`src/design/stk_pkg.sv`:
```
package stk_pkg;

  localparam int STACK_DEPTH_DEF = 4;
  localparam int REG_COUNT_DEF   = 4;
  localparam int MUL_STEPS       = 4;
  localparam int DIV_STEPS       = 64;

  typedef logic [6:0]  opcode_t;
  typedef logic [63:0] word_t;
  typedef logic [1:0]  err_t;

  localparam err_t ERR_NONE = 2'd0;
  localparam err_t ERR_DIV0 = 2'd1;
  localparam err_t ERR_NIMP = 2'd2;
  localparam err_t ERR_BAD  = 2'd3;

  localparam opcode_t OP_NOP     = 7'd0;
  localparam opcode_t OP_ADD     = 7'd1;
  localparam opcode_t OP_SUB     = 7'd2;
  localparam opcode_t OP_RSUB    = 7'd3;
  localparam opcode_t OP_NEG     = 7'd4;
  localparam opcode_t OP_ADDW    = 7'd5;
  localparam opcode_t OP_SUBW    = 7'd6;
  localparam opcode_t OP_RSUBW   = 7'd7;
  localparam opcode_t OP_MUL     = 7'd8;
  localparam opcode_t OP_MULH    = 7'd9;
  localparam opcode_t OP_MULHU   = 7'd11;
  localparam opcode_t OP_DIV     = 7'd12;
  localparam opcode_t OP_REM     = 7'd13;
  localparam opcode_t OP_DIVU    = 7'd14;
  localparam opcode_t OP_REMU    = 7'd15;
  localparam opcode_t OP_MULW    = 7'd16;
  localparam opcode_t OP_DIVW    = 7'd17;
  localparam opcode_t OP_REMW    = 7'd18;
  localparam opcode_t OP_REMUW   = 7'd19;
  localparam opcode_t OP_ADD_A   = 7'd20;
  localparam opcode_t OP_ADDW_A  = 7'd24;
  localparam opcode_t OP_SLL     = 7'd28;
  localparam opcode_t OP_SRL     = 7'd29;
  localparam opcode_t OP_SRA     = 7'd30;
  localparam opcode_t OP_SLLW    = 7'd31;
  localparam opcode_t OP_SRLW    = 7'd32;
  localparam opcode_t OP_SRAW    = 7'd33;
  localparam opcode_t OP_AND     = 7'd34;
  localparam opcode_t OP_OR      = 7'd35;
  localparam opcode_t OP_XOR     = 7'd36;
  localparam opcode_t OP_NOT     = 7'd37;
  localparam opcode_t OP_SLT     = 7'd38;
  localparam opcode_t OP_SLTU    = 7'd39;
  localparam opcode_t OP_SEQ     = 7'd40;
  localparam opcode_t OP_SLT_A   = 7'd41;
  localparam opcode_t OP_SLTU_A  = 7'd45;
  localparam opcode_t OP_SEQ_A   = 7'd49;
  localparam opcode_t OP_EXTB    = 7'd53;
  localparam opcode_t OP_EXTUB   = 7'd54;
  localparam opcode_t OP_EXTH    = 7'd55;
  localparam opcode_t OP_EXTUH   = 7'd56;
  localparam opcode_t OP_EXTW    = 7'd57;
  localparam opcode_t OP_EXTUW   = 7'd58;
  localparam opcode_t OP_RD_S    = 7'd59;
  localparam opcode_t OP_RD_R    = 7'd63;
  localparam opcode_t OP_WP_R    = 7'd67;
  localparam opcode_t OP_WR_R    = 7'd71;
  localparam opcode_t OP_RD_A    = 7'd75;
  localparam opcode_t OP_SELZ_A  = 7'd83;
  localparam opcode_t OP_SELNZ_A = 7'd87;
  localparam opcode_t OP_CONB    = 7'd91;
  localparam opcode_t OP_CONH    = 7'd99;
  localparam opcode_t OP_CONW    = 7'd107;
  localparam opcode_t OP_COND    = 7'd115;
  localparam opcode_t OP_RSVD    = 7'd123;

  typedef struct packed {
    logic load;
    logic op_start;
    logic step;
    logic commit;
  } cmd_t;

  typedef struct packed {
    logic needs_mul;
    logic needs_div;
  } sts_t;

  function automatic word_t sext32(input logic [31:0] v);
    return {{32{v[31]}}, v};
  endfunction

  // number of stack operands popped
  function automatic logic [1:0] op_na(input opcode_t o);
    logic [1:0] n;
    n = 2'd0;
    if ((o >= OP_ADD && o <= OP_RSUB) || (o >= OP_ADDW && o <= OP_REMUW) ||
        (o >= OP_SLL && o <= OP_XOR) || (o >= OP_SLT && o <= OP_SEQ) ||
        (o >= OP_SELZ_A && o < OP_CONB))
      n = 2'd2;
    else if (o == OP_NEG || (o >= OP_ADD_A && o < OP_SLL) || o == OP_NOT ||
             (o >= OP_SLT_A && o <= OP_EXTUW) || (o >= OP_WP_R && o < OP_RD_A))
      n = 2'd1;
    return n;
  endfunction

endpackage

```
`src/design/stk_ctrl.sv`:
```
module stk_ctrl (
  input  logic          clk,
  input  logic          rst_n,
  input  logic          in_valid,
  output logic          in_ready,
  output logic          out_valid,
  input  logic          out_ready,
  input  stk_pkg::sts_t sts,
  output stk_pkg::cmd_t cmd
);

  localparam logic [2:0] S_IDLE   = 3'd0;
  localparam logic [2:0] S_DECODE = 3'd1;
  localparam logic [2:0] S_MUL    = 3'd2;
  localparam logic [2:0] S_DIV    = 3'd3;
  localparam logic [2:0] S_COMMIT = 3'd4;
  localparam int CW = $clog2(stk_pkg::DIV_STEPS);

  logic [2:0]    state_r, state_nxt;
  logic [CW-1:0] cnt_r, cnt_nxt;
  logic          out_valid_r, out_valid_nxt;
  logic          slot_free;

  assign slot_free = !out_valid_r || out_ready;
  assign in_ready  = (state_r == S_IDLE);
  assign out_valid = out_valid_r;

  always_comb begin
    state_nxt    = state_r;
    cnt_nxt      = cnt_r;
    cmd          = '0;
    out_valid_nxt = out_valid_r && !out_ready;
    case (state_r)
      S_IDLE: begin
        if (in_valid) begin
          cmd.load  = 1'b1;
          state_nxt = S_DECODE;
        end
      end
      S_DECODE: begin
        cmd.op_start = 1'b1;
        if (sts.needs_mul) begin
          state_nxt = S_MUL;
          cnt_nxt   = CW'(stk_pkg::MUL_STEPS - 1);
        end else if (sts.needs_div) begin
          state_nxt = S_DIV;
          cnt_nxt   = CW'(stk_pkg::DIV_STEPS - 1);
        end else begin
          state_nxt = S_COMMIT;
        end
      end
      S_MUL, S_DIV: begin
        cmd.step = 1'b1;
        cnt_nxt  = cnt_r - 1'b1;
        if (cnt_r == '0) state_nxt = S_COMMIT;
      end
      S_COMMIT: begin
        if (slot_free) begin
          cmd.commit    = 1'b1;
          out_valid_nxt = 1'b1;
          state_nxt     = S_IDLE;
        end
      end
      default: state_nxt = S_IDLE;
    endcase
  end

  always_ff @(posedge clk) begin
    if (!rst_n) begin
      state_r     <= S_IDLE;
      cnt_r       <= '0;
      out_valid_r <= 1'b0;
    end else begin
      state_r     <= state_nxt;
      cnt_r       <= cnt_nxt;
      out_valid_r <= out_valid_nxt;
    end
  end

endmodule

```
`config.mk`:
```
export PLATFORM = sky130hd
export DESIGN_NAME = stk_ctrl
export DESIGN_NICKNAME = d
export VERILOG_FILES = /design/src/design/stk_pkg.sv /design/src/design/stk_ctrl.sv
export SDC_FILE = /design/constraint.sdc
export NUM_CORES = 1
export LEC_CHECK = 0
export ABC_CLOCK_PERIOD_IN_PS = 2900
export BUFFER_PORTS_ARGS = -buffer_cell sky130_fd_sc_hd__buf_2
export CAP_MARGIN = 20
export CORE_MARGIN = 10
export CORE_UTILIZATION = 45
export CTS_CLUSTER_SIZE = 20
export DETAILED_ROUTE_END_ITERATION = 10
export PLACE_DENSITY = 0.67
export SYNTH_ARGS = -nofsm -noshare
export SYNTH_HDL_FRONTEND = slang
export SYNTH_SLANG_ARGS = --single-unit
```
`constraint.sdc`:
```
create_clock -name clk -period 2.9 [get_ports clk]
set_clock_uncertainty 0.15 [all_clocks]
set_input_delay 0.435 -clock clk [delete_from_list [all_inputs] [get_ports clk]]
set_output_delay 0.435 -clock clk [all_outputs]
set_load 0.005 [all_outputs]
```
# ---- Yosys cells after proc, flatten, opt, wreduce, memory -nomap -nowiden
# Cells that the tools add are included.
dict set report word_totals {
  regBits 10
  elab_cells 39
  in_bits 6
  output_inout_bits 6
}
dict set report classes {
  muxes 17
  eq_ne 8
  reduce_logical 10
  addsub 1
}
# cell count
set op_table {}
lappend op_table {{$mux 3} 5}
lappend op_table {{$mux 6} 2}
lappend op_table {{$pmux 3 s4} 1}
lappend op_table {{$pmux 6 s2} 1}
lappend op_table {{$mux 1} 8}
lappend op_table {{$eq 3x2->1 const B} 2}
lappend op_table {{$logic_not 6->1} 1}
lappend op_table {{$ne 2x2->1 const B} 3}
lappend op_table {{$sub 6x1->6 const B} 1}
lappend op_table {{$eq 3x1->1 const B} 1}
lappend op_table {{$eq 3x3->1 const B} 1}
lappend op_table {{$logic_not 3->1} 1}
lappend op_table {{$ne 3x3->1 const B} 1}
lappend op_table {{$reduce_and 3->1} 1}
lappend op_table {{$logic_not 1->1} 2}
lappend op_table {{$reduce_and 2->1} 1}
lappend op_table {{$reduce_bool 2->1} 1}
lappend op_table {{$reduce_or 2->1} 1}
lappend op_table {{$logic_and 1x1->1} 1}
lappend op_table {{$logic_or 1x1->1} 1}

# ---- Logic depth before layout (Yosys ltp)
# Gate-level depths: netlist (run 1).
dict set report depth {
  word_depth 4
  mapped_depth 6
  depth_no_buf 5
}

# ---- Worst setup path after synthesis (run 1)
# No wires, ideal clock.
dict set report synth_timing {
  kind {register to register}
  start {reg cnt_r[2]}
  end {reg state_r[0]}
  n_path_buf 0
  required_ps 2634
  setup_slack_ps 1438
  period_less_slack_ps 1462
  arrival_time_ps 1196
  setup_ps 116
  stages_incl_launch_ff 5
  cell_sequence {dfxtp_1 -> or3_4 -> nor3b_4 -> nor3_1 -> a41o_1}
}
dict set report synth_via {
  elab_chain_cells 3
}
# element line
set synth_lines {}
lappend synth_lines {{from (decl)} stk_ctrl.sv:20} ;# logic [CW-1:0] cnt_r, cnt_nxt;
lappend synth_lines {{from (signal assigned)} stk_ctrl.sv:75} ;# cnt_r <= cnt_nxt;
lappend synth_lines {{$logic_not 6->1} stk_ctrl.sv:55} ;# if (cnt_r == '0) state_nxt = S_COMMIT;
lappend synth_lines {{$ne 2x2->1 (no source line)} --}
lappend synth_lines {{$reduce_and 3->1 (no source line)} --}
lappend synth_lines {{to (signal assigned)} stk_ctrl.sv:74} ;# state_r <= state_nxt;
lappend synth_lines {{to (decl)} stk_ctrl.sv:19} ;# logic [2:0] state_r, state_nxt;
# No other way between the ends.
# A chain may end at the register's enable or synchronous reset.

==> run_results.csv, run 1 <==
group,metric,value,unit
status,outcome,"finished clean",
synthesis,synthesis.area,631,um2
critical_path,ff2ff_setup_slack,1350,ps
placement,post_dp_cell_area,661,um2
critical_path,regToRegEndpoint,"state_r[1]",
finish,multiInputGateArea,364,um2
synthesis,syn_area_per_cell,7.98,um2
clock_network,clockBufferDepth,2,
routing,viasPerCell,5.57,
synthesis,synth_common_cells,"10 x dfxtp_1, 8 x a21oi_1, 8 x nor2_1",
sta,grt_setup_unrepaired,"no",
sta,max_freq,0.508,GHz
synthesis,netlist-cell-type-count,31,
routing,detail-route-antenna-nets,0,
finish,area_delta_synth_final,10.5,%
synthesis,ys_ff_latch,10,
critical_path,cp_max_fo,11,
floorplanning,core_area,1320,um2
min_path,hold_start,"rst_n",
synthesis,ys.flop_type,"dfxtp_1",
synthesis,yosysMostFrequentCell,"dfxtp_1",
routing,drc,0,
clock_network,ctsHoldBuffers,0,
power_and_ir_drop,p_leak,0.313,nW
finish,nFillCells,144,
global_routing,grt_pass1_vias,545,
global_routing,grt_max_degree,12,
synthesis,synth_nets,87,
synthesis,synthTopCellsByArea,"dfxtp_1 32%, a21oi_1 6.3%, o21ai_0 5.6%",
sta,fin_crit_sh,67.9,%
sta,max_slew_margin,73.5,%
sta,setup_tns,0,ps
routing,avgRoutedWirePerCell,12.7,um
floorplanning,die_w,57.4,um
synthesis,synth-edff-count,0,
min_path,hp-class,"primary input to register",
finish,stdcell_count,105,
min_path,hold_depth,3,
floorplanning,die-area,3300,um2
global_routing,grt_pass1_wl,2.28,mm
critical_path,crit_path_end_kind,"output pin",
clock_network,clock-root-buffer,"clkbuf_4",
critical_path,arrival,1380,ps
floorplanning,start_util,47.9,%
routing,first_iter_violations,10,
job,drv_cap,0,
critical_path,path_class,"register to output pin",
critical_path,startpoint_type,"register",
floorplanning,design.portCount,12,
min_path,min_to,"state_r[2]",
finish,num-nets-final,99,
clock_network,numClockSinks,10,
critical_path,r2r_start,"cnt_r[2]",
clock_network,cts_tree,"yes",
clock_network,cts_setup_buffers,0,
critical_path,worstPathRequired,2320,ps
synthesis,synth-seq-area-share,31.7,%
clock_network,cts_made_buffers,3,
power_and_ir_drop,ir_drop,0.419,mV
clock_network,cts_resized,0,
sta,worst_slew_pin_slew,397,ps
synthesis,synthCells,79,
clock_network,clk_pin_slew,70,ps
sta,slew_viol_final,0,
finish,diodes,0,
sta,fin_crit,1970,ps
placement,port_buffers,11,
synthesis,ys_warn_count,0,
power_and_ir_drop,power_density,890,nW/um2
placement,gp_congestion,0.767,
global_routing,overflow,0,
critical_path,rr_worst_depth,4,
finish,register_area,200,um2
placement,dp_hpwl,1.05,mm
synthesis,async_flop_share,0,%
synthesis,yosys.area.top_type,"dfxtp_1",
clock_network,insertion_delay,280,ps
finish,final_area,697,um2
floorplanning,die_height,57.4,um
global_routing,grt.total_usage,8.58,%
finish,drive_above_1_share,18.9,%
clock_network,htree_levels,1,
routing,vias,585,
global_routing,antenna_found_initial,0,
sta,setup_viol,0,
sta,finalHoldViolations,0,
placement,dp.cells,101,
synthesis,synth_top_area_share,31.7,%
routing,wl,1.33,mm
routing,firstDrtPassIters,4,
floorplanning,row_count,13,
## cells by family after synthesis
logic type / after synthesis / share of synthesized area (%)
and+or+nand+nor: 31 / 27.6
adders and majority gates: 2 / 3.97
AOI/OAI and AO/OA: 25 / 24.6
DFF: 10 / 31.7
buffers and inverters: 10 / 10.5
muxes: 1 / 1.59
## layer usage
layer	global-route usage [%]	wire, um	up-vias
met2	13.5	594	13
li1	-	-	298
met3	5.09	116	6
met1	8.55	593	268
met5	0	0	-
met4	5.03	29	0
## power breakdown
group	switching (mW)	internal [mW]	total (mW)	leakage (nW)
clock network	0.0536	0.0765	0.130	0.0210
registers	0.0507	0.174	0.225	0.0821
logic	0.136	0.129	0.265	0.210
## flip-flops by register name (all words and copies together), names as in the netlist
register   count
state_r        3
out_valid      1
cnt_r          6
## metrics by stage
step                hold WS, ps  worst slack, ps  power (mW)  util [%]
floorplan                   328             1440       0.443         -
global placement            345             1250       0.489      50.1
detailed placement          354             1240       0.495      50.1
CTS                         296              925       0.629      52.9
global route                308              836       0.676      52.9
finish                      303              931       0.620      52.9
## final cells by class
class / count / share of cell area [%]
well taps: 15 / 2.69
inverters: 6 / 3.23
flip-flops and latches: 10 / 28.7
multi-input cells: 59 / 52.2
clock buffers: 4 / 5.21
repair buffers: 11 / 7.90
## critical path, stage by stage, from the launching register on
cell	delay [ps]
dfxtp_1	520
nand2b_1	310
inv_1	130
buf_2	150
## cell usage in the layout (no fill, tap or decap), drive strengths merged, types with 4 or more instances in the layout
cell	instances
clkbuf	4
dfxtp	10
inv	6
nand2	5
a21oi	8
buf	11
o21ai	8
nor3	6
nor2	8
## worst max-delay path by stage
stage                             to       start  slack [ps]
final                         cmd[1]  state_r[2]         930
after global routing          cmd[1]  state_r[2]         840
after CTS                     cmd[1]  state_r[2]         920
after detailed placement      cmd[1]  state_r[2]        1240
after global placement        cmd[1]  state_r[2]        1250
after floorplan           state_r[0]    cnt_r[2]        1440
Note: power is estimated with default switching activity, not from simulation.
==> run 2, diff against run 1 <==
ABC_AREA = 1   (was unset)
ABC_CLOCK_PERIOD_IN_PS = 1900   (was 2900)
clock period = 1.9 ns   (was 2.9 ns; I/O delays follow)
==> run 2 against run 1 <==
Compared with the run above:
- critical path type unchanged
- first-iteration DRC count grew 20%
- synthesized cell count rose by 25%
- die area increased by 0.77%
- largest cell class unchanged
- highest routed layer unchanged
- clock power is 54% higher
==> run_results.csv, run 2 <==
group,metric,value,unit
status,outcome,"finished clean",
finish,largest_register_ffs,6,
sta,setup_viol,0,
routing,firstDrtPassIters,4,
routing,top_layer,"met4",
global_routing,grt.total_usage,8.24,%
floorplanning,die_height,57.7,um
synthesis,synth_top_area_share,31.4,%
synthesis,synth-edff-count,0,
placement,port_buffers,11,
routing,vias,617,
critical_path,path_cells,"inv_1 -> nor2_1 -> buf_2",
sta,max_freq,0.655,GHz
min_path,hold_start,"out_ready",
finish,final_area,743,um2
clock_network,htree_levels,1,
synthesis,synthesis.area,638,um2
clock_network,clockBufferDepth,2,
critical_path,critical-path-top-delay-family,"flip-flops",
sta,max_slew_margin,78.3,%
routing,drc,0,
floorplanning,design.portCount,12,
synthesis,async_flop_share,0,%
routing,dr_wl_met3,102,um
placement,gp_congestion,0.862,
clock_network,clk_pin_slew,70,ps
synthesis,synth_common_cells,"21 x nand2_1, 13 x nor2_1, 12 x inv_1",
synthesis,ys_warn_count,0,
clock_network,ctsHoldBuffers,0,
critical_path,slowest_stage,"dfxtp_1",
global_routing,grt_pass1_wl,2.22,mm
synthesis,synth_nets,107,
critical_path,cpPeakStageDelay,460,ps
finish,multiInputGateArea,354,um2
synthesis,ys.flop_type,"dfxtp_1",
sta,fin_crit,1530,ps
finish,nFillCells,127,
routing,m1WireLength,644,um
critical_path,arrival,1090,ps
synthesis,synthTopCellsByArea,"dfxtp_1 31%, nand2_1 12%, nor2_1 7.6%",
placement,post_dp_cell_area,707,um2
critical_path,crit_start,"state_r[0]",
critical_path,crit_path_end_kind,"output pin",
routing,viasPerCell,4.82,
global_routing,overflow,0,
finish,register_area,200,um2
sta,slew_viol_final,0,
synthesis,netlist-cell-type-count,22,
synthesis,syn_area_per_cell,6.45,um2
critical_path,worstPathRequired,1460,ps
global_routing,grt_pass1_vias,533,
clock_network,clock-root-buffer,"clkbuf_4",
finish,top_register,"cnt_r",
clock_network,cts_setup_buffers,0,
sta,fin_crit_sh,80.3,%
job,drv_cap,0,
power_and_ir_drop,ir_drop,0.693,mV
synthesis,synthCells,99,
power_and_ir_drop,power_density,1740,nW/um2
routing,wl_met2,558,um
synthesis,ys_ff_latch,10,
finish,layout_common_cells,"21 x nand2_1, 13 x nor2_1, 12 x inv_1",
finish,finalCoreUtilization,56.4,%
clock_network,numClockSinks,10,
sta,setup_tns,0,ps
critical_path,path_class,"register to output pin",
critical_path,r2r_start,"state_r[2]",
floorplanning,core_area,1320,um2
routing,detail-route-antenna-nets,0,
critical_path,startpoint_type,"register",
finish,final_common_cell,"nand2_1",
sta,worst_slew_pin_slew,323,ps
sta,grt_setup_unrepaired,"no",
routing,avgRoutedWirePerCell,10.4,um
finish,diodes,0,
placement,dp_hpwl,1.03,mm
critical_path,cp_max_fo,6,
sta,finalHoldViolations,0,
clock_network,cts_made_buffers,3,
min_path,hp-class,"primary input to register",
synthesis,yosys.area.top_type,"dfxtp_1",
floorplanning,die_w,57.7,um
clock_network,cts_tree,"yes",
critical_path,crit_buf_inv,2,
clock_network,insertion_delay,270,ps
routing,wl,1.33,mm
finish,num-nets-final,122,
floorplanning,start_util,48.4,%
finish,area_delta_synth_final,16.5,%
clock_network,cts_resized,0,
power_and_ir_drop,p_leak,0.399,nW
floorplanning,row_count,13,
finish,drive_above_1_share,28.3,%
synthesis,yosysMostFrequentCell,"nand2_1",
global_routing,antenna_found_initial,0,
global_routing,grt_max_degree,9,
floorplanning,die-area,3320,um2
synthesis,synth-seq-area-share,31.4,%
routing,first_iter_violations,12,
power_and_ir_drop,power,1.29,mW
[run 2: routing by layer]
| metal | GRT usage (%) | vias to the layer above |
|---|---|---|
| met2 | 11.8 | 14 |
| met5 | 0 | - |
| met1 | 9.75 | 267 |
| met3 | 3.05 | 4 |
| met4 | 6.04 | 0 |
| li1 | - | 332 |
[run 2: cell type report]
type | instances | share of cell area, %
Multi-Input combinational cell | 67 | 47.6
Sequential cell | 10 | 26.9
Inverter | 21 | 10.6
Timing Repair Buffer | 11 | 7.41
Clock buffer | 4 | 4.88
Tap cell | 15 | 2.53
[run 2: cell families after synthesis]
logic type	Yosys count	share of synthesized area [%]
AND/OR/NAND/NOR	49	35.5
buffers and inverters	22	13.1
AO/OA/AOI/OAI	15	14.7
flip-flops	10	31.4
adder cells (fa/ha/maj)	2	3.92
XOR/XNOR	1	1.37
[run 2: final timing paths]
check             depth (start not counted)         to  slack (ps)
hold / removal                            4  out_valid         140
setup reg to reg                          7   cnt_r[5]         580
setup / recovery                          3     cmd[2]         370
hold reg to reg                           4  out_valid         400
[run 2: stage by stage]
step,worst slack (ps),std cells,hold WS (ps)
after floorplan,696,99,313
after global placement,576,124,381
after detailed placement,552,124,388
after CTS,366,128,139
after global routing,226,128,169
final,374,128,141
[run 2: worst min-delay path: cells and delay by family]
kind	cells	cell delay, ps
compound gates	1	60
buf+inv	2	120
simple gates	1	50
[run 2: power by group]
group          internal (mW)  switching, mW  total, mW
sequential             0.298         0.0697      0.368
clock                  0.117         0.0834      0.200
combinational          0.280          0.447      0.727
total                  0.694          0.600       1.29
